File: src/rtl/tms_pkg.sv
// Shared types, constants and state encodings for the tiled mean / std-dev block.
// Used by tms_math and tiled_mean_stddev; depends on nothing else.
package tms_pkg;

    // Frame geometry limits (the _DEF ones are defaults for the top-level parameters)
    localparam int MAX_SIDE_DEF         = 2048;
    localparam int MAX_TILES_ACROSS_DEF = 16;
    localparam int MAX_TILES_DOWN       = 64;

    // Configuration reset values
    localparam logic [11:0] WIDTH_RST   = 12'd640;
    localparam logic [11:0] HEIGHT_RST  = 12'd480;
    localparam logic [4:0]  TACROSS_RST = 5'd4;
    localparam logic [6:0]  TDOWN_RST   = 7'd4;

    // Accumulator widths (count, sum, sum of squares over a whole tile)
    localparam int CNT_W = 23;
    localparam int SUM_W = 30;
    localparam int SQ_W  = 38;
    // Product and root working width
    localparam int PROD_W = 62;
    // Divider width used by the statistics unit
    localparam int QDIV_W = 32;
    // Divider width used for tile geometry
    localparam int GDIV_W = 12;

    // Configuration register indexes
    typedef enum logic [1:0] {
        CFG_WIDTH   = 2'd0,
        CFG_HEIGHT  = 2'd1,
        CFG_TACROSS = 2'd2,
        CFG_TDOWN   = 2'd3
    } cfg_index_t;

    // One tile accumulator as held in memory
    typedef struct packed {
        logic [SQ_W-1:0]  sq;
        logic [SUM_W-1:0] sum;
        logic [CNT_W-1:0] cnt;
    } acc_t;

    // Statistics handed back by the math unit
    typedef struct packed {
        logic [7:0] mean;
        logic [6:0] sd;
    } stat_t;

    // Main sequencer
    typedef enum logic [2:0] {
        ST_ISTART,
        ST_IWAIT,
        ST_RUN,
        ST_DRAIN,
        ST_READ,
        ST_LOAD,
        ST_MATH,
        ST_OUT
    } state_t;

    // Statistics unit sequencer
    typedef enum logic [3:0] {
        M_IDLE,
        M_MULA,
        M_MULB,
        M_SQRT,
        M_DIVM_GO,
        M_DIVM,
        M_DIVS_GO,
        M_DIVS,
        M_DONE
    } math_state_t;

endpackage

File: src/rtl/tms_ram.sv
// Generic single-write, single-read synchronous RAM with registered read data.
// Read-before-write on a same-address collision. No dependencies.
module tms_ram #(
    parameter int WIDTH = 8,
    parameter int DEPTH = 16
) (
    input  logic                                 clk,
    input  logic                                 we,
    input  logic [(DEPTH > 1 ? $clog2(DEPTH) : 1)-1:0] waddr,
    input  logic [WIDTH-1:0]                     wdata,
    input  logic [(DEPTH > 1 ? $clog2(DEPTH) : 1)-1:0] raddr,
    output logic [WIDTH-1:0]                     rdata
);

    logic [WIDTH-1:0] mem [DEPTH];

    // Write port and registered read port
    always_ff @(posedge clk)
    begin
        if (we)
        begin
            mem[waddr] <= wdata;
        end
        rdata <= mem[raddr];
    end

endmodule

File: src/rtl/tms_div.sv
// Restoring unsigned divider, one quotient bit per cycle.
// No dependencies; divisor is never zero at the call sites.
module tms_div #(
    parameter int W = 12
) (
    input  logic         clk,
    input  logic         rst_n,
    input  logic         start,
    input  logic [W-1:0] dividend,
    input  logic [W-1:0] divisor,
    output logic         done,
    output logic [W-1:0] quotient,
    output logic [W-1:0] remainder
);

    localparam int CW = (W > 1) ? $clog2(W) : 1;

    logic          busy_reg;
    logic          done_reg;
    logic [CW-1:0] cnt_reg;
    logic [W-1:0]  rem_reg;
    logic [W-1:0]  quo_reg;
    logic [W-1:0]  dvs_reg;
    logic [W:0]    shifted;
    logic [W:0]    diff;

    // Trial subtraction of one step
    always_comb
    begin
        shifted = {rem_reg, quo_reg[W-1]};
        diff    = shifted - {1'b0, dvs_reg};
    end

    // Control
    always_ff @(posedge clk or negedge rst_n)
    begin
        if (!rst_n)
        begin
            busy_reg <= 1'b0;
            done_reg <= 1'b0;
            cnt_reg  <= '0;
        end
        else
        begin
            done_reg <= 1'b0;
            if (start)
            begin
                busy_reg <= 1'b1;
                cnt_reg  <= '0;
            end
            else if (busy_reg)
            begin
                cnt_reg <= cnt_reg + 1'b1;
                if (cnt_reg == CW'(W - 1))
                begin
                    busy_reg <= 1'b0;
                    done_reg <= 1'b1;
                end
            end
        end
    end

    // Datapath: dividend shifts out as quotient bits shift in
    always_ff @(posedge clk)
    begin
        if (start)
        begin
            rem_reg <= '0;
            quo_reg <= dividend;
            dvs_reg <= divisor;
        end
        else if (busy_reg)
        begin
            if (!diff[W])
            begin
                rem_reg <= diff[W-1:0];
                quo_reg <= {quo_reg[W-2:0], 1'b1};
            end
            else
            begin
                rem_reg <= shifted[W-1:0];
                quo_reg <= {quo_reg[W-2:0], 1'b0};
            end
        end
    end

    assign done      = done_reg;
    assign quotient  = quo_reg;
    assign remainder = rem_reg;

endmodule

File: src/rtl/tms_math.sv
// Tile statistics unit: shift-add products, bitwise integer square root and
// two divides give floor mean and floor population std-dev. Uses tms_pkg, tms_div.
module tms_math (
    input  logic          clk,
    input  logic          rst_n,
    input  logic          start,
    input  tms_pkg::acc_t acc,
    output logic          done,
    output tms_pkg::stat_t stat
);

    localparam int PW = tms_pkg::PROD_W;
    localparam int DW = tms_pkg::QDIV_W;

    tms_pkg::math_state_t state_reg;
    tms_pkg::math_state_t state_next;

    logic [tms_pkg::CNT_W-1:0] cnt_reg;
    logic [tms_pkg::SUM_W-1:0] sum_reg;
    logic [PW-1:0]             mc_reg;
    logic [tms_pkg::SUM_W-1:0] mp_reg;
    logic [PW-1:0]             acc_reg;
    logic [PW-1:0]             a_reg;
    logic [PW-1:0]             x_reg;
    logic [PW-1:0]             r_reg;
    logic [PW-1:0]             bit_reg;
    logic [4:0]                step_reg;
    logic [7:0]                mean_reg;
    logic [6:0]                sd_reg;

    logic [PW-1:0] acc_sum;
    logic [PW-1:0] root_try;
    logic          mul_last;
    logic          div_start;
    logic [DW-1:0] div_dividend;
    logic          div_done;
    logic [DW-1:0] div_q;
    logic [DW-1:0] div_r;

    // Shared datapath terms
    always_comb
    begin
        acc_sum  = acc_reg + (mp_reg[0] ? mc_reg : '0);
        root_try = r_reg + bit_reg;
        mul_last = (state_reg == tms_pkg::M_MULA) ? (step_reg == 5'(tms_pkg::CNT_W - 1))
                                                  : (step_reg == 5'(tms_pkg::SUM_W - 1));
    end

    // Next state
    always_comb
    begin
        state_next = state_reg;
        case (state_reg)
            tms_pkg::M_IDLE:
            begin
                if (start)
                begin
                    state_next = (acc.cnt == '0) ? tms_pkg::M_DONE : tms_pkg::M_MULA;
                end
            end
            tms_pkg::M_MULA:    if (mul_last) state_next = tms_pkg::M_MULB;
            tms_pkg::M_MULB:    if (mul_last) state_next = tms_pkg::M_SQRT;
            tms_pkg::M_SQRT:    if (bit_reg[0]) state_next = tms_pkg::M_DIVM_GO;
            tms_pkg::M_DIVM_GO: state_next = tms_pkg::M_DIVM;
            tms_pkg::M_DIVM:    if (div_done) state_next = tms_pkg::M_DIVS_GO;
            tms_pkg::M_DIVS_GO: state_next = tms_pkg::M_DIVS;
            tms_pkg::M_DIVS:    if (div_done) state_next = tms_pkg::M_DONE;
            tms_pkg::M_DONE:    state_next = tms_pkg::M_IDLE;
            default:            state_next = tms_pkg::M_IDLE;
        endcase
    end

    // Outputs and divider control
    always_comb
    begin
        div_start    = (state_reg == tms_pkg::M_DIVM_GO) || (state_reg == tms_pkg::M_DIVS_GO);
        div_dividend = (state_reg == tms_pkg::M_DIVM_GO) ? DW'(sum_reg) : r_reg[DW-1:0];
        done         = (state_reg == tms_pkg::M_DONE);
        stat.mean    = mean_reg;
        stat.sd      = sd_reg;
    end

    always_ff @(posedge clk or negedge rst_n)
    begin
        if (!rst_n)
        begin
            state_reg <= tms_pkg::M_IDLE;
        end
        else
        begin
            state_reg <= state_next;
        end
    end

    // Working registers
    always_ff @(posedge clk)
    begin
        case (state_reg)
            tms_pkg::M_IDLE:
            begin
                if (start)
                begin
                    cnt_reg  <= acc.cnt;
                    sum_reg  <= acc.sum;
                    mc_reg   <= PW'(acc.sq);
                    mp_reg   <= tms_pkg::SUM_W'(acc.cnt);
                    acc_reg  <= '0;
                    step_reg <= '0;
                    mean_reg <= '0;
                    sd_reg   <= '0;
                end
            end
            tms_pkg::M_MULA, tms_pkg::M_MULB:
            begin
                // One multiplier bit per cycle
                mc_reg   <= {mc_reg[PW-2:0], 1'b0};
                mp_reg   <= {1'b0, mp_reg[tms_pkg::SUM_W-1:1]};
                acc_reg  <= acc_sum;
                step_reg <= step_reg + 5'd1;
                if (mul_last && (state_reg == tms_pkg::M_MULA))
                begin
                    a_reg    <= acc_sum;
                    mc_reg   <= PW'(sum_reg);
                    mp_reg   <= sum_reg;
                    acc_reg  <= '0;
                    step_reg <= '0;
                end
                else if (mul_last)
                begin
                    x_reg   <= (a_reg > acc_sum) ? (a_reg - acc_sum) : '0;
                    r_reg   <= '0;
                    bit_reg <= PW'(1) << (PW - 2);
                end
            end
            tms_pkg::M_SQRT:
            begin
                // One root bit per cycle
                if (x_reg >= root_try)
                begin
                    x_reg <= x_reg - root_try;
                    r_reg <= (r_reg >> 1) + bit_reg;
                end
                else
                begin
                    r_reg <= r_reg >> 1;
                end
                bit_reg <= bit_reg >> 2;
            end
            tms_pkg::M_DIVM:
            begin
                if (div_done) mean_reg <= div_q[7:0];
            end
            tms_pkg::M_DIVS:
            begin
                if (div_done) sd_reg <= div_q[6:0];
            end
            default:
            begin
            end
        endcase
    end

    tms_div #(
        .W(DW)
    ) u_div (
        .clk       (clk),
        .rst_n     (rst_n),
        .start     (div_start),
        .dividend  (div_dividend),
        .divisor   (DW'(cnt_reg)),
        .done      (div_done),
        .quotient  (div_q),
        .remainder (div_r)
    );

    // Remainder is not needed for these divides
    logic unused_rem;
    assign unused_rem = ^div_r;

endmodule

File: src/rtl/tiled_mean_stddev.sv
// Tiled mean / std-dev over a raster pixel stream. Accepts one pixel per cycle
// inside a band; per-tile accumulators live in tms_ram (read-modify-write with forwarding).
// At a band end input stalls: a drain state, then for each tile column read, load, products,
// root, two divides, done and result, with the math skipped for an empty tile, plus output
// wait. After reset and after each config write, geometry setup runs four divides with
// input held off. Reset is async, active low.
module tiled_mean_stddev #(
    parameter int MAX_SIDE         = tms_pkg::MAX_SIDE_DEF,
    parameter int MAX_TILES_ACROSS = tms_pkg::MAX_TILES_ACROSS_DEF
) (
    input  logic        clk,
    input  logic        rst_n,
    // Pixel input
    input  logic        s_tvalid,
    output logic        s_tready,
    input  logic [7:0]  s_tdata,   // [7:0] pixel
    input  logic        s_tuser,   // [0] frame_start
    // Tile results
    output logic        m_tvalid,
    input  logic        m_tready,
    output logic [31:0] m_tdata,   // [3:0] tile_col, [9:4] tile_row, [17:10] mean_value,
                                   // [24:18] std_dev, [31:25] zero
    output logic        m_tlast,   // last_of_band
    output logic        m_tuser,   // [0] last_of_frame
    // Configuration write
    input  logic        cfg_valid,
    output logic        cfg_ready,
    input  logic [1:0]  cfg_index,
    input  logic [11:0] cfg_data
);

    localparam int TAW = (MAX_TILES_ACROSS > 1) ? $clog2(MAX_TILES_ACROSS) : 1;
    localparam int PSW = (MAX_SIDE > 1) ? $clog2(MAX_SIDE) : 1;
    localparam int GW  = tms_pkg::GDIV_W;

    tms_pkg::state_t state_reg;
    tms_pkg::state_t state_next;

    logic [11:0] width_reg;
    logic [11:0] height_reg;
    logic [4:0]  tacross_reg;
    logic [6:0]  tdown_reg;
    logic [1:0]  phase_reg;

    logic [11:0]    sx_reg;
    logic [11:0]    sy_reg;
    logic [PSW-1:0] col_reg;
    logic [PSW-1:0] row_reg;
    logic [PSW-1:0] xoff_reg;
    logic [PSW-1:0] yoff_reg;
    logic [TAW-1:0] tc_reg;
    logic [5:0]     tr_reg;

    logic                      s1_valid_reg;
    logic [TAW-1:0]            s1_addr_reg;
    logic [7:0]                s1_px_reg;
    logic                      wr_valid_reg;
    logic [TAW-1:0]            wr_addr_reg;
    tms_pkg::acc_t             wr_data_reg;
    logic [MAX_TILES_ACROSS-1:0] valid_reg;

    logic [TAW-1:0] k_reg;
    logic [5:0]     band_tr_reg;
    logic           band_last_reg;
    logic [3:0]     out_col_reg;
    logic [5:0]     out_row_reg;
    logic [7:0]     out_mean_reg;
    logic [6:0]     out_sd_reg;
    logic           out_lband_reg;
    logic           out_lframe_reg;

    // Effective geometry
    logic [12:0]    w_eff;
    logic [12:0]    h_eff;
    logic [12:0]    ta_c;
    logic [12:0]    td_c;
    logic [12:0]    ta_eff;
    logic [12:0]    td_eff;
    logic [TAW-1:0] ta_last;
    logic [5:0]     td_last;

    always_comb
    begin
        w_eff  = (width_reg == '0) ? 13'd1 :
                 ({1'b0, width_reg} > 13'(MAX_SIDE)) ? 13'(MAX_SIDE) : {1'b0, width_reg};
        h_eff  = (height_reg == '0) ? 13'd1 :
                 ({1'b0, height_reg} > 13'(MAX_SIDE)) ? 13'(MAX_SIDE) : {1'b0, height_reg};
        ta_c   = (tacross_reg == '0) ? 13'd1 :
                 (13'(tacross_reg) > 13'(MAX_TILES_ACROSS)) ? 13'(MAX_TILES_ACROSS)
                                                            : 13'(tacross_reg);
        td_c   = (tdown_reg == '0) ? 13'd1 :
                 (13'(tdown_reg) > 13'(tms_pkg::MAX_TILES_DOWN)) ? 13'(tms_pkg::MAX_TILES_DOWN)
                                                                 : 13'(tdown_reg);
        ta_eff  = (ta_c > w_eff) ? w_eff : ta_c;
        td_eff  = (td_c > h_eff) ? h_eff : td_c;
        ta_last = TAW'(ta_eff - 13'd1);
        td_last = 6'(td_eff - 13'd1);
    end

    // Geometry divider operands by setup phase
    logic          gdiv_start;
    logic [GW-1:0] gdiv_dividend;
    logic [GW-1:0] gdiv_divisor;
    logic          gdiv_done;
    logic [GW-1:0] gdiv_q;
    logic [GW-1:0] gdiv_r;

    always_comb
    begin
        gdiv_start = (state_reg == tms_pkg::ST_ISTART);
        case (phase_reg)
            2'd0:
            begin
                gdiv_dividend = w_eff[GW-1:0];
                gdiv_divisor  = ta_eff[GW-1:0];
            end
            2'd1:
            begin
                gdiv_dividend = h_eff[GW-1:0];
                gdiv_divisor  = td_eff[GW-1:0];
            end
            2'd2:
            begin
                gdiv_dividend = GW'(col_reg);
                gdiv_divisor  = sx_reg;
            end
            default:
            begin
                gdiv_dividend = GW'(row_reg);
                gdiv_divisor  = sy_reg;
            end
        endcase
    end

    tms_div #(
        .W(GW)
    ) u_gdiv (
        .clk       (clk),
        .rst_n     (rst_n),
        .start     (gdiv_start),
        .dividend  (gdiv_dividend),
        .divisor   (gdiv_divisor),
        .done      (gdiv_done),
        .quotient  (gdiv_q),
        .remainder (gdiv_r)
    );

    // Position tracking for the item at the input
    logic           s_acc;
    logic           cfg_wr;
    logic [PSW-1:0] c_cur;
    logic [PSW-1:0] r_cur;
    logic [PSW-1:0] xo_cur;
    logic [PSW-1:0] yo_cur;
    logic [TAW-1:0] tc_cur;
    logic [5:0]     tr_cur;
    logic [12:0]    c1;
    logic [12:0]    r1;
    logic [12:0]    xo1;
    logic [12:0]    yo1;
    logic           row_end;
    logic           last_tr;
    logic           row_cont;
    logic           band_end;

    always_comb
    begin
        s_acc    = s_tvalid && s_tready;
        cfg_wr   = cfg_valid && cfg_ready;
        c_cur    = s_tuser ? '0 : col_reg;
        r_cur    = s_tuser ? '0 : row_reg;
        xo_cur   = s_tuser ? '0 : xoff_reg;
        yo_cur   = s_tuser ? '0 : yoff_reg;
        tc_cur   = s_tuser ? '0 : tc_reg;
        tr_cur   = s_tuser ? '0 : tr_reg;
        c1       = 13'(c_cur) + 13'd1;
        r1       = 13'(r_cur) + 13'd1;
        xo1      = 13'(xo_cur) + 13'd1;
        yo1      = 13'(yo_cur) + 13'd1;
        row_end  = !(c1 < w_eff);
        last_tr  = (tr_cur >= td_last);
        row_cont = (last_tr || (yo1 < 13'(sy_reg))) && (r1 < h_eff);
        band_end = row_end && !row_cont;
    end

    // Accumulator update for the item in the second stage
    tms_pkg::acc_t ram_rdata;
    tms_pkg::acc_t s1_base;
    tms_pkg::acc_t s1_new;
    logic [15:0]   px_sq;
    logic [TAW-1:0] ram_raddr;
    logic          ram_we;

    always_comb
    begin
        if (wr_valid_reg && (wr_addr_reg == s1_addr_reg))
        begin
            s1_base = wr_data_reg;
        end
        else if (valid_reg[s1_addr_reg])
        begin
            s1_base = ram_rdata;
        end
        else
        begin
            s1_base = '0;
        end
        px_sq      = s1_px_reg * s1_px_reg;
        s1_new.cnt = s1_base.cnt + 1'b1;
        s1_new.sum = s1_base.sum + tms_pkg::SUM_W'(s1_px_reg);
        s1_new.sq  = s1_base.sq + tms_pkg::SQ_W'(px_sq);
        ram_we     = s1_valid_reg;
        ram_raddr  = (state_reg == tms_pkg::ST_RUN) ? tc_cur : k_reg;
    end

    tms_ram #(
        .WIDTH($bits(tms_pkg::acc_t)),
        .DEPTH(MAX_TILES_ACROSS)
    ) u_ram (
        .clk   (clk),
        .we    (ram_we),
        .waddr (s1_addr_reg),
        .wdata (s1_new),
        .raddr (ram_raddr),
        .rdata (ram_rdata)
    );

    // Statistics unit
    logic           math_start;
    tms_pkg::acc_t  math_acc;
    logic           math_done;
    tms_pkg::stat_t math_stat;

    always_comb
    begin
        math_start = (state_reg == tms_pkg::ST_LOAD);
        math_acc   = valid_reg[k_reg] ? ram_rdata : '0;
    end

    tms_math u_math (
        .clk   (clk),
        .rst_n (rst_n),
        .start (math_start),
        .acc   (math_acc),
        .done  (math_done),
        .stat  (math_stat)
    );

    // Next state
    always_comb
    begin
        state_next = state_reg;
        case (state_reg)
            tms_pkg::ST_ISTART: state_next = tms_pkg::ST_IWAIT;
            tms_pkg::ST_IWAIT:
            begin
                if (gdiv_done)
                begin
                    state_next = (phase_reg == 2'd3) ? tms_pkg::ST_RUN : tms_pkg::ST_ISTART;
                end
            end
            tms_pkg::ST_RUN:   if (s_acc && band_end) state_next = tms_pkg::ST_DRAIN;
            tms_pkg::ST_DRAIN: state_next = tms_pkg::ST_READ;
            tms_pkg::ST_READ:  state_next = tms_pkg::ST_LOAD;
            tms_pkg::ST_LOAD:  state_next = tms_pkg::ST_MATH;
            tms_pkg::ST_MATH:  if (math_done) state_next = tms_pkg::ST_OUT;
            tms_pkg::ST_OUT:
            begin
                if (m_tready)
                begin
                    state_next = (k_reg == ta_last) ? tms_pkg::ST_RUN : tms_pkg::ST_READ;
                end
            end
            default: state_next = tms_pkg::ST_ISTART;
        endcase
        if (cfg_wr)
        begin
            state_next = tms_pkg::ST_ISTART;
        end
    end

    // Handshake outputs
    always_comb
    begin
        s_tready  = (state_reg == tms_pkg::ST_RUN);
        m_tvalid  = (state_reg == tms_pkg::ST_OUT);
        cfg_ready = 1'b1;
        m_tdata   = {7'd0, out_sd_reg, out_mean_reg, out_row_reg, out_col_reg};
        m_tlast   = out_lband_reg;
        m_tuser   = out_lframe_reg;
    end

    // Control state
    always_ff @(posedge clk or negedge rst_n)
    begin
        if (!rst_n)
        begin
            state_reg    <= tms_pkg::ST_ISTART;
            phase_reg    <= '0;
            width_reg    <= tms_pkg::WIDTH_RST;
            height_reg   <= tms_pkg::HEIGHT_RST;
            tacross_reg  <= tms_pkg::TACROSS_RST;
            tdown_reg    <= tms_pkg::TDOWN_RST;
            sx_reg       <= '0;
            sy_reg       <= '0;
            col_reg      <= '0;
            row_reg      <= '0;
            xoff_reg     <= '0;
            yoff_reg     <= '0;
            tc_reg       <= '0;
            tr_reg       <= '0;
            s1_valid_reg <= 1'b0;
            wr_valid_reg <= 1'b0;
            valid_reg    <= '0;
            k_reg        <= '0;
        end
        else
        begin
            state_reg <= state_next;

            // Register writes restart geometry setup
            if (cfg_wr)
            begin
                phase_reg <= '0;
                case (cfg_index)
                    tms_pkg::CFG_WIDTH:   width_reg   <= cfg_data;
                    tms_pkg::CFG_HEIGHT:  height_reg  <= cfg_data;
                    tms_pkg::CFG_TACROSS: tacross_reg <= cfg_data[4:0];
                    tms_pkg::CFG_TDOWN:   tdown_reg   <= cfg_data[6:0];
                    default:
                    begin
                    end
                endcase
            end
            else if ((state_reg == tms_pkg::ST_IWAIT) && gdiv_done)
            begin
                phase_reg <= phase_reg + 2'd1;
                case (phase_reg)
                    2'd0: sx_reg <= gdiv_q;
                    2'd1: sy_reg <= gdiv_q;
                    2'd2:
                    begin
                        tc_reg   <= (gdiv_q > GW'(ta_last)) ? ta_last : TAW'(gdiv_q);
                        xoff_reg <= PSW'(gdiv_r);
                    end
                    default:
                    begin
                        tr_reg   <= (gdiv_q > GW'(td_last)) ? td_last : 6'(gdiv_q);
                        yoff_reg <= PSW'(gdiv_r);
                    end
                endcase
            end

            // Advance raster position
            if (s_acc)
            begin
                if (!row_end)
                begin
                    col_reg <= PSW'(c1);
                    tr_reg  <= tr_cur;
                    row_reg <= r_cur;
                    yoff_reg <= yo_cur;
                    if ((tc_cur < ta_last) && (xo1 == 13'(sx_reg)))
                    begin
                        tc_reg   <= tc_cur + 1'b1;
                        xoff_reg <= '0;
                    end
                    else
                    begin
                        tc_reg   <= tc_cur;
                        xoff_reg <= PSW'(xo1);
                    end
                end
                else
                begin
                    col_reg  <= '0;
                    tc_reg   <= '0;
                    xoff_reg <= '0;
                    if (row_cont)
                    begin
                        row_reg  <= PSW'(r1);
                        yoff_reg <= PSW'(yo1);
                        tr_reg   <= tr_cur;
                    end
                    else if (last_tr || !(r1 < h_eff))
                    begin
                        row_reg  <= '0;
                        yoff_reg <= '0;
                        tr_reg   <= '0;
                    end
                    else
                    begin
                        row_reg  <= PSW'(r1);
                        yoff_reg <= '0;
                        tr_reg   <= tr_cur + 6'd1;
                    end
                end
            end

            // Second stage and write forwarding
            s1_valid_reg <= s_acc;
            wr_valid_reg <= s1_valid_reg && !(s_acc && s_tuser);

            // Entry valid bits: frame start and band readout drop them all
            if ((s_acc && s_tuser) ||
                ((state_reg == tms_pkg::ST_OUT) && m_tready && (k_reg == ta_last)))
            begin
                valid_reg <= '0;
            end
            else if (s1_valid_reg)
            begin
                valid_reg[s1_addr_reg] <= 1'b1;
            end

            // Readout tile index
            if (state_reg == tms_pkg::ST_DRAIN)
            begin
                k_reg <= '0;
            end
            else if ((state_reg == tms_pkg::ST_OUT) && m_tready)
            begin
                k_reg <= k_reg + 1'b1;
            end
        end
    end

    // Payload registers
    logic [TAW+3:0] k_ext;
    assign k_ext = {4'd0, k_reg};

    always_ff @(posedge clk)
    begin
        if (s_acc)
        begin
            s1_addr_reg <= tc_cur;
            s1_px_reg   <= s_tdata;
        end
        if (s1_valid_reg)
        begin
            wr_addr_reg <= s1_addr_reg;
            wr_data_reg <= s1_new;
        end
        if (s_acc && band_end)
        begin
            band_tr_reg   <= tr_cur;
            band_last_reg <= last_tr;
        end
        if ((state_reg == tms_pkg::ST_MATH) && math_done)
        begin
            out_col_reg    <= k_ext[3:0];
            out_row_reg    <= band_tr_reg;
            out_mean_reg   <= math_stat.mean;
            out_sd_reg     <= math_stat.sd;
            out_lband_reg  <= (k_reg == ta_last);
            out_lframe_reg <= (k_reg == ta_last) && band_last_reg;
        end
    end

`ifndef SYNTHESIS
    // Input and output never open together
    assert property (@(posedge clk) disable iff (!rst_n) !(s_tready && m_tvalid))
        else $error("input accepted while a result is pending");

    // Checks that the second stage holds an item only during streaming or drain
    assert property (@(posedge clk) disable iff (!rst_n)
        s1_valid_reg |-> (state_reg == tms_pkg::ST_RUN || state_reg == tms_pkg::ST_DRAIN))
        else $error("accumulator write outside streaming");

    // Last result of a band returns to streaming with no entry valid
    assert property (@(posedge clk) disable iff (!rst_n)
        (m_tvalid && m_tready && m_tlast && !cfg_valid) |=>
            (state_reg == tms_pkg::ST_RUN && valid_reg == '0))
        else $error("band readout did not clear accumulators");
`endif

endmodule

File: config.mk
export PLATFORM = sky130hd
export DESIGN_NAME = tiled_mean_stddev
export DESIGN_NICKNAME = d
export VERILOG_FILES = /design/src/rtl/tms_pkg.sv /design/src/rtl/tms_ram.sv /design/src/rtl/tms_div.sv /design/src/rtl/tms_math.sv /design/src/rtl/tiled_mean_stddev.sv
export SDC_FILE = /design/constraint.sdc
export NUM_CORES = 2
export LEC_CHECK = 0
export BUFFER_PORTS_ARGS = -buffer_cell sky130_fd_sc_hd__buf_4
export CAP_MARGIN = 20
export CORE_MARGIN = 2
export CORE_UTILIZATION = 38
export CTS_CLUSTER_DIAMETER = 60
export CTS_CLUSTER_SIZE = 12
export DETAILED_ROUTE_END_ITERATION = 16
export GPL_TIMING_DRIVEN = 0
export PLACE_DENSITY = 0.58
export SLEW_MARGIN = 20
export SYNTH_ARGS = -nofsm -noshare
export SYNTH_HDL_FRONTEND = slang
export SYNTH_HIERARCHICAL = 1
export SYNTH_SLANG_ARGS = --single-unit
File: constraint.sdc
create_clock -name clk -period 8.85 [get_ports clk]
set_input_delay 0.4425 -clock clk [delete_from_list [all_inputs] [get_ports clk]]
set_output_delay 0.4425 -clock clk [all_outputs]
set_load 0.02 [all_outputs]
* Word level (Yosys, flattened, before mapping)
Memories as Yosys holds them, arrays and structs flattened. A register that Yosys moved wholly into a read port is not among the register bits.
Index checks and enable logic that the tools add are counted.
** Storage, ports and cells
- Register bits after elaboration :: 897
- Bits in latches :: 0
- Bits in writable memories :: 1456
- ROM bits :: 0
- Input bits :: 28
- Output and inout bits :: 37
- Word-level logic and storage cells :: 347
- Memories :: 1
** Operators by class
- Add/sub/neg operators :: 23
- Multipliers :: 1
- Div/mod/pow operators :: 0
- Order comparisons :: 18
- Equal/unequal tests :: 43
- Shift-type cells :: 0
- Muxes and demuxes :: 140
- Bitwise gates (word level) :: 2
- Reduce and logical (&&, ||, !) cells :: 62
** Memory list
- u_ram.mem :: depth 16, bits a word 91, rd ports 1, clocked after Yosys merged registers in 1, wr ports 1, line tms_ram.sv:15 : logic [WIDTH-1:0] mem [DEPTH];
** Operators by type and width (number)
- $mux W62 :: 14
- $pmux W62 S2 :: 5
- $mux W91 :: 3
- $mux W11 :: 20
- $mux W32 :: 4
- $add A62 B62 Y62 :: 2
- $sub A62 B62 Y62 :: 2
- $mux W12 :: 9
- $mux W4 :: 20
- $pmux W12 S3 :: 2
- $add A61 B62 Y62 :: 1
- $ge A62 B62 Y1 :: 1
- $gt A62 B62 Y1 :: 1
- $mux W30 :: 2
- $pmux W30 S2 :: 1
- $mux W6 :: 9
- $add A11 B1 Y12 const B :: 4
- $add A38 B16 Y38 :: 1
- $lt A12 B12 Y1 :: 3
- $sub A33 B23 Y33 :: 1
- $mux W16 :: 2
- $pmux W4 S8 :: 1
- $add A30 B8 Y30 :: 1
- $mux W5 :: 6
- 67 further kinds :: 174

* Logic depth before layout (Yosys ltp)
- Depth after elaboration :: 15
- Depth in mapped cells :: 37
- Depth with buffers taken out :: 35

* Cells and area by module
The synthesis kept the hierarchy.
** Modules (own cells, without submodules)
- tms_ram :: times used 1, cells each 2332, area an instance 56276.5 sq um, sequential area each 45543.7 sq um
- tms_math :: times used 1, cells each 3312, area an instance 32517.4 sq um, sequential area each 13432.9 sq um
- tiled_mean_stddev :: times used 1, cells each 2235, area an instance 20943.8 sq um, sequential area each 7772.5 sq um
- tms_div (u_math.u_div) :: times used 1, cells each 520, area an instance 5640.4 sq um, sequential area each 2737.6 sq um
- tms_div (u_gdiv) :: times used 1, cells each 224, area an instance 2373.5 sq um, sequential area each 1111.1 sq um

* Least setup slack after synthesis
No wires, ideal clock.
- Kind :: flip-flop to flip-flop
- From :: register s1_valid_reg (netlist: ram_we)
- To :: memory u_ram/mem[0][0] in the netlist's numbering, enable pin
- Library setup time :: 0.652 ns
- Data arrival time :: 9.078 ns
- Data required time :: 8.198 ns
- Path slack :: -0.880 ns
- Stages on the path, launching flop included :: 3
- Path buffers :: 0
- Period minus slack after synthesis :: 9.730 ns
- Cells stage by stage :: dfrtp_1 > or3b_2 > nor3_1
** Between the ends
- Word-level cells in the longest chain between the ends :: 2
** RTL lines
- from (decl) :: line tiled_mean_stddev.sv:54 : logic s1_valid_reg;
- from (signal assigned) :: line tiled_mean_stddev.sv:312 : s1_valid_reg <= 1'b0;
- from (signal assigned) :: line tiled_mean_stddev.sv:401 : s1_valid_reg <= s_acc;
- $mux W1 :: line tms_ram.sv:20 : if (we)
- $mux W1 (not written as such) :: line tms_ram.sv:22 : mem[waddr] <= wdata;
- to (decl) :: line tms_ram.sv:15
No other way between the ends.

==> results.toml <==
[status]
status = "finished clean"

[global_route]
grt_usage = 0.2156
grt_pass1_wl_um = 508200
grt_start_max_net_pins = 85
antenna_found_initial = 23
grt_overflow = 0
grt_pass1_vias = 75850

[power]
power_density_nw_per_um2 = 327.5
pwr-share-seq = 0.378
p_comb_frac = 0.400
vdd_drop_max_mv = 0.3232
leakagePower_uw = 0.04767
sw_frac_of_total = 0.3800
power_frac_clock = 0.221
p_switching_uw = 16810
p_int_uw = 27420

[cells_and_area]
layout-drive-gt1-share = 0.1541
final_nets = 9582
largest_reg_flops = 1456
register_area_um2 = 70600
multi_input_area_um2 = 45100
final_cells = 13450
fillers = 27580
utilization = 0.4376
area_growth_pct = 14.69

[drt]
vias = 77490
routedWlPerCell_um = 25.86
postRouteAntennaNets = 0
wirelength_um = 347800
drt_iter0_drc = 8853
first_pass_iters = 8
remaining_drc_errors = 0
viasPerCell = 5.762

[critical_path]
rr_worst_depth = 29
crit_fanout = 17
crit_required_ns = 9.49
arrival_ns = 9.31
critPathLaunchType = "flip-flop"
slowest_delay_ns = 0.62
cp_slowest_cell = "edfxtp_1"
end_kind = "flip-flop"
crit_type = "reg -> reg"

[placed_design]
place_inst = 12960
pre_cts_ws_ns = -2.160
hpwl_um = 252000
io_buffers = 54
gp_congestion = 0.9440

[clock_network]
clk-insertion-delay-late_ns = 0.95
htreeDepth = 4
cts_root_buf = "clkbuf_16"
cts_made_buffers = 245
cts_tree = "yes"
cts_buffer_depth = 4
cts_sinks = 2422
path_clk_slew_ns = 0.06

[synthesis]
yosys.area_share.simple = 0.09294
yosys_register_bits = 2422
synthXorXnorAreaFrac = 0.03501
synth-compound-area-share = 0.1036
synth.top_cell.area_share = 0.5429
ys_top_cells_by_area = "edfxtp_1, mux4_2, ha_1, dfrtp_1, dfxtp_1"
postSynthCellCount = 8623
synth_common_cells = "edfxtp_1, nand2_1, nor2_1"
synth_area_um2 = 117800
ys_warn_count = 6
synthDistinctLibCells = 130
async_flop_share = 0.06524
yosysSeqAreaShare = 0.5995
avgSynthCellArea_um2 = 13.66
synth_ff_type = "edfxtp_1"
synth_edf_count = 2129
synth_top_family_by_area = "compound AO/OA/AOI/OAI gates"
synth_top_cell_by_area = "edfxtp_1"
synthMuxAreaShare = 0.09010
synth_most_common_cell = "edfxtp_1"
synth_fa_ha_area_frac = 0.05219

[timing]
final.setup.worst_slack_ns = 0.1792
skew_ns = 0.1371
fmax_ghz = 0.1153
fin_crit_sh = 0.9798
slew_headroom = 0.2248
tightest_slew_ns = 1.153
final.min_clock_period_ns = 8.671
hold_viol = 0
setup_viol = 0
finalMaxSlewViolations = 0

[die]
initial_core_util = 0.3816
die-area_um2 = 314300
die_w_um = 560.7
row_count = 204
ios = 65
die_h_um = 560.7
core-area_um2 = 308600

[run]
maxCapViolCount = 0

[hold_path]
hold_depth = 3
hold_path_class = "in -> reg"
==> worst max-delay path: cells and delay by family, from the launching register on <==
family | cells | cell delay (ns)
simple gates | 7 | 1.43
xor+xnor | 1 | 0.24
flops | 1 | 0.62
fa+ha+maj | 6 | 2.09
compound gates | 5 | 1.36
buf+inv | 10 | 2.62
==> final cells by class <==
class,count,share of cell area
diodes,9,0.0001668
plain buffers,398,0.01433
clock buffers,400,0.05039
clock inverters,43,0.003595
inverters,325,0.009033
multi-input cells,5484,0.3340
flip-flops and latches,2422,0.5228
well taps,4120,0.03817
repair buffers,247,0.02756
==> through the flow <==
stage / TNS [ns] / hold slack [ns] / total power (µW) / instance area [µm²]
floorplan: 0 / 0.1469 / 28410 / 117800
global placement: -8370.11 / 0.4044 / 33680 / 123400
detailed placement: -688.98 / 0.4045 / 34160 / 126700
CTS: 0 / 0.04080 / 44110 / 134600
global route: -0.4488 / 0.07404 / 46550 / 135000
finish: 0 / 0.1266 / 44230 / 135100
==> cell usage in the layout, fill, tap and decap left out, types with 149 or more instances in the layout <==
cell type and instances:
clkbuf_16 247, ha_1 384, and2_1 272, xnor2_1 190
mux4_2 373, dfrtp_1 149, nor2_1 430, edfxtp_1 2129
o21ai_0 287, nand2_1 626, a22oi_1 199, a21oi_1 359
nand3_1 169, clkbuf_1 366, inv_1 321, xor2_1 174
==> path summary, 6_finish.rpt <==
path | from | endpoint | slack (ns)
min in group asynchronous | rst_n | width_reg[5] | 0.15
worst max-delay path | s1_addr_reg[2] | u_ram/mem[14][84] | 0.18
worst max register to register | s1_addr_reg[2] | u_ram/mem[14][84] | 0.18
max in group asynchronous | rst_n | u_gdiv/busy_reg | 7.85
worst min-delay path | m_tready | k_reg[1] | 0.13
worst min register to register | u_math/cnt_reg[1] | u_math/u_div/dvs_reg[1] | 0.41
==> power by group through the flow <==
stage	combinational (µW)	sequential [µW]	clock [µW]
2_1_floorplan	12200	16200	0
3_3_place_gp	16600	17100	0
3_5_place_dp	17200	16900	0
4_1_cts	17400	16700	9980
5_1_grt	19300	16800	10400
6_report	17700	16700	9790
==> cell families after synthesis <==
kind of cell | after synthesis
other | 3
multiplexers | 576
buffers and inverters | 731
adder cells (fa/ha/maj) | 472
flip-flops | 2422
AO/OA/AOI/OAI | 1768
XOR/XNOR | 452
AND/OR/NAND/NOR | 2199
==> metal layers <==
metal  GRT usage  vias to the layer above  part of all wire
met5           0                        -           0.00024
li1            -                    34180                 -
met3     0.03346                      603             0.074
met1      0.2997                    39680              0.43
met4     0.07500                       14             0.038
met2      0.3431                     3015              0.46
==> repair_timing <==
item / 4_1_cts / 5_1_grt
buffers inserted: 13 / 6
cloned: 0 / 0
endpoints found under the hold margin: 129 / 0
setup endpoints to repair: 696 / 505
pin swaps: 5 / 2
hold buffers: 27 / 0
resized for setup: 39 / 45
Note: power is estimated with default switching activity, not from simulation.
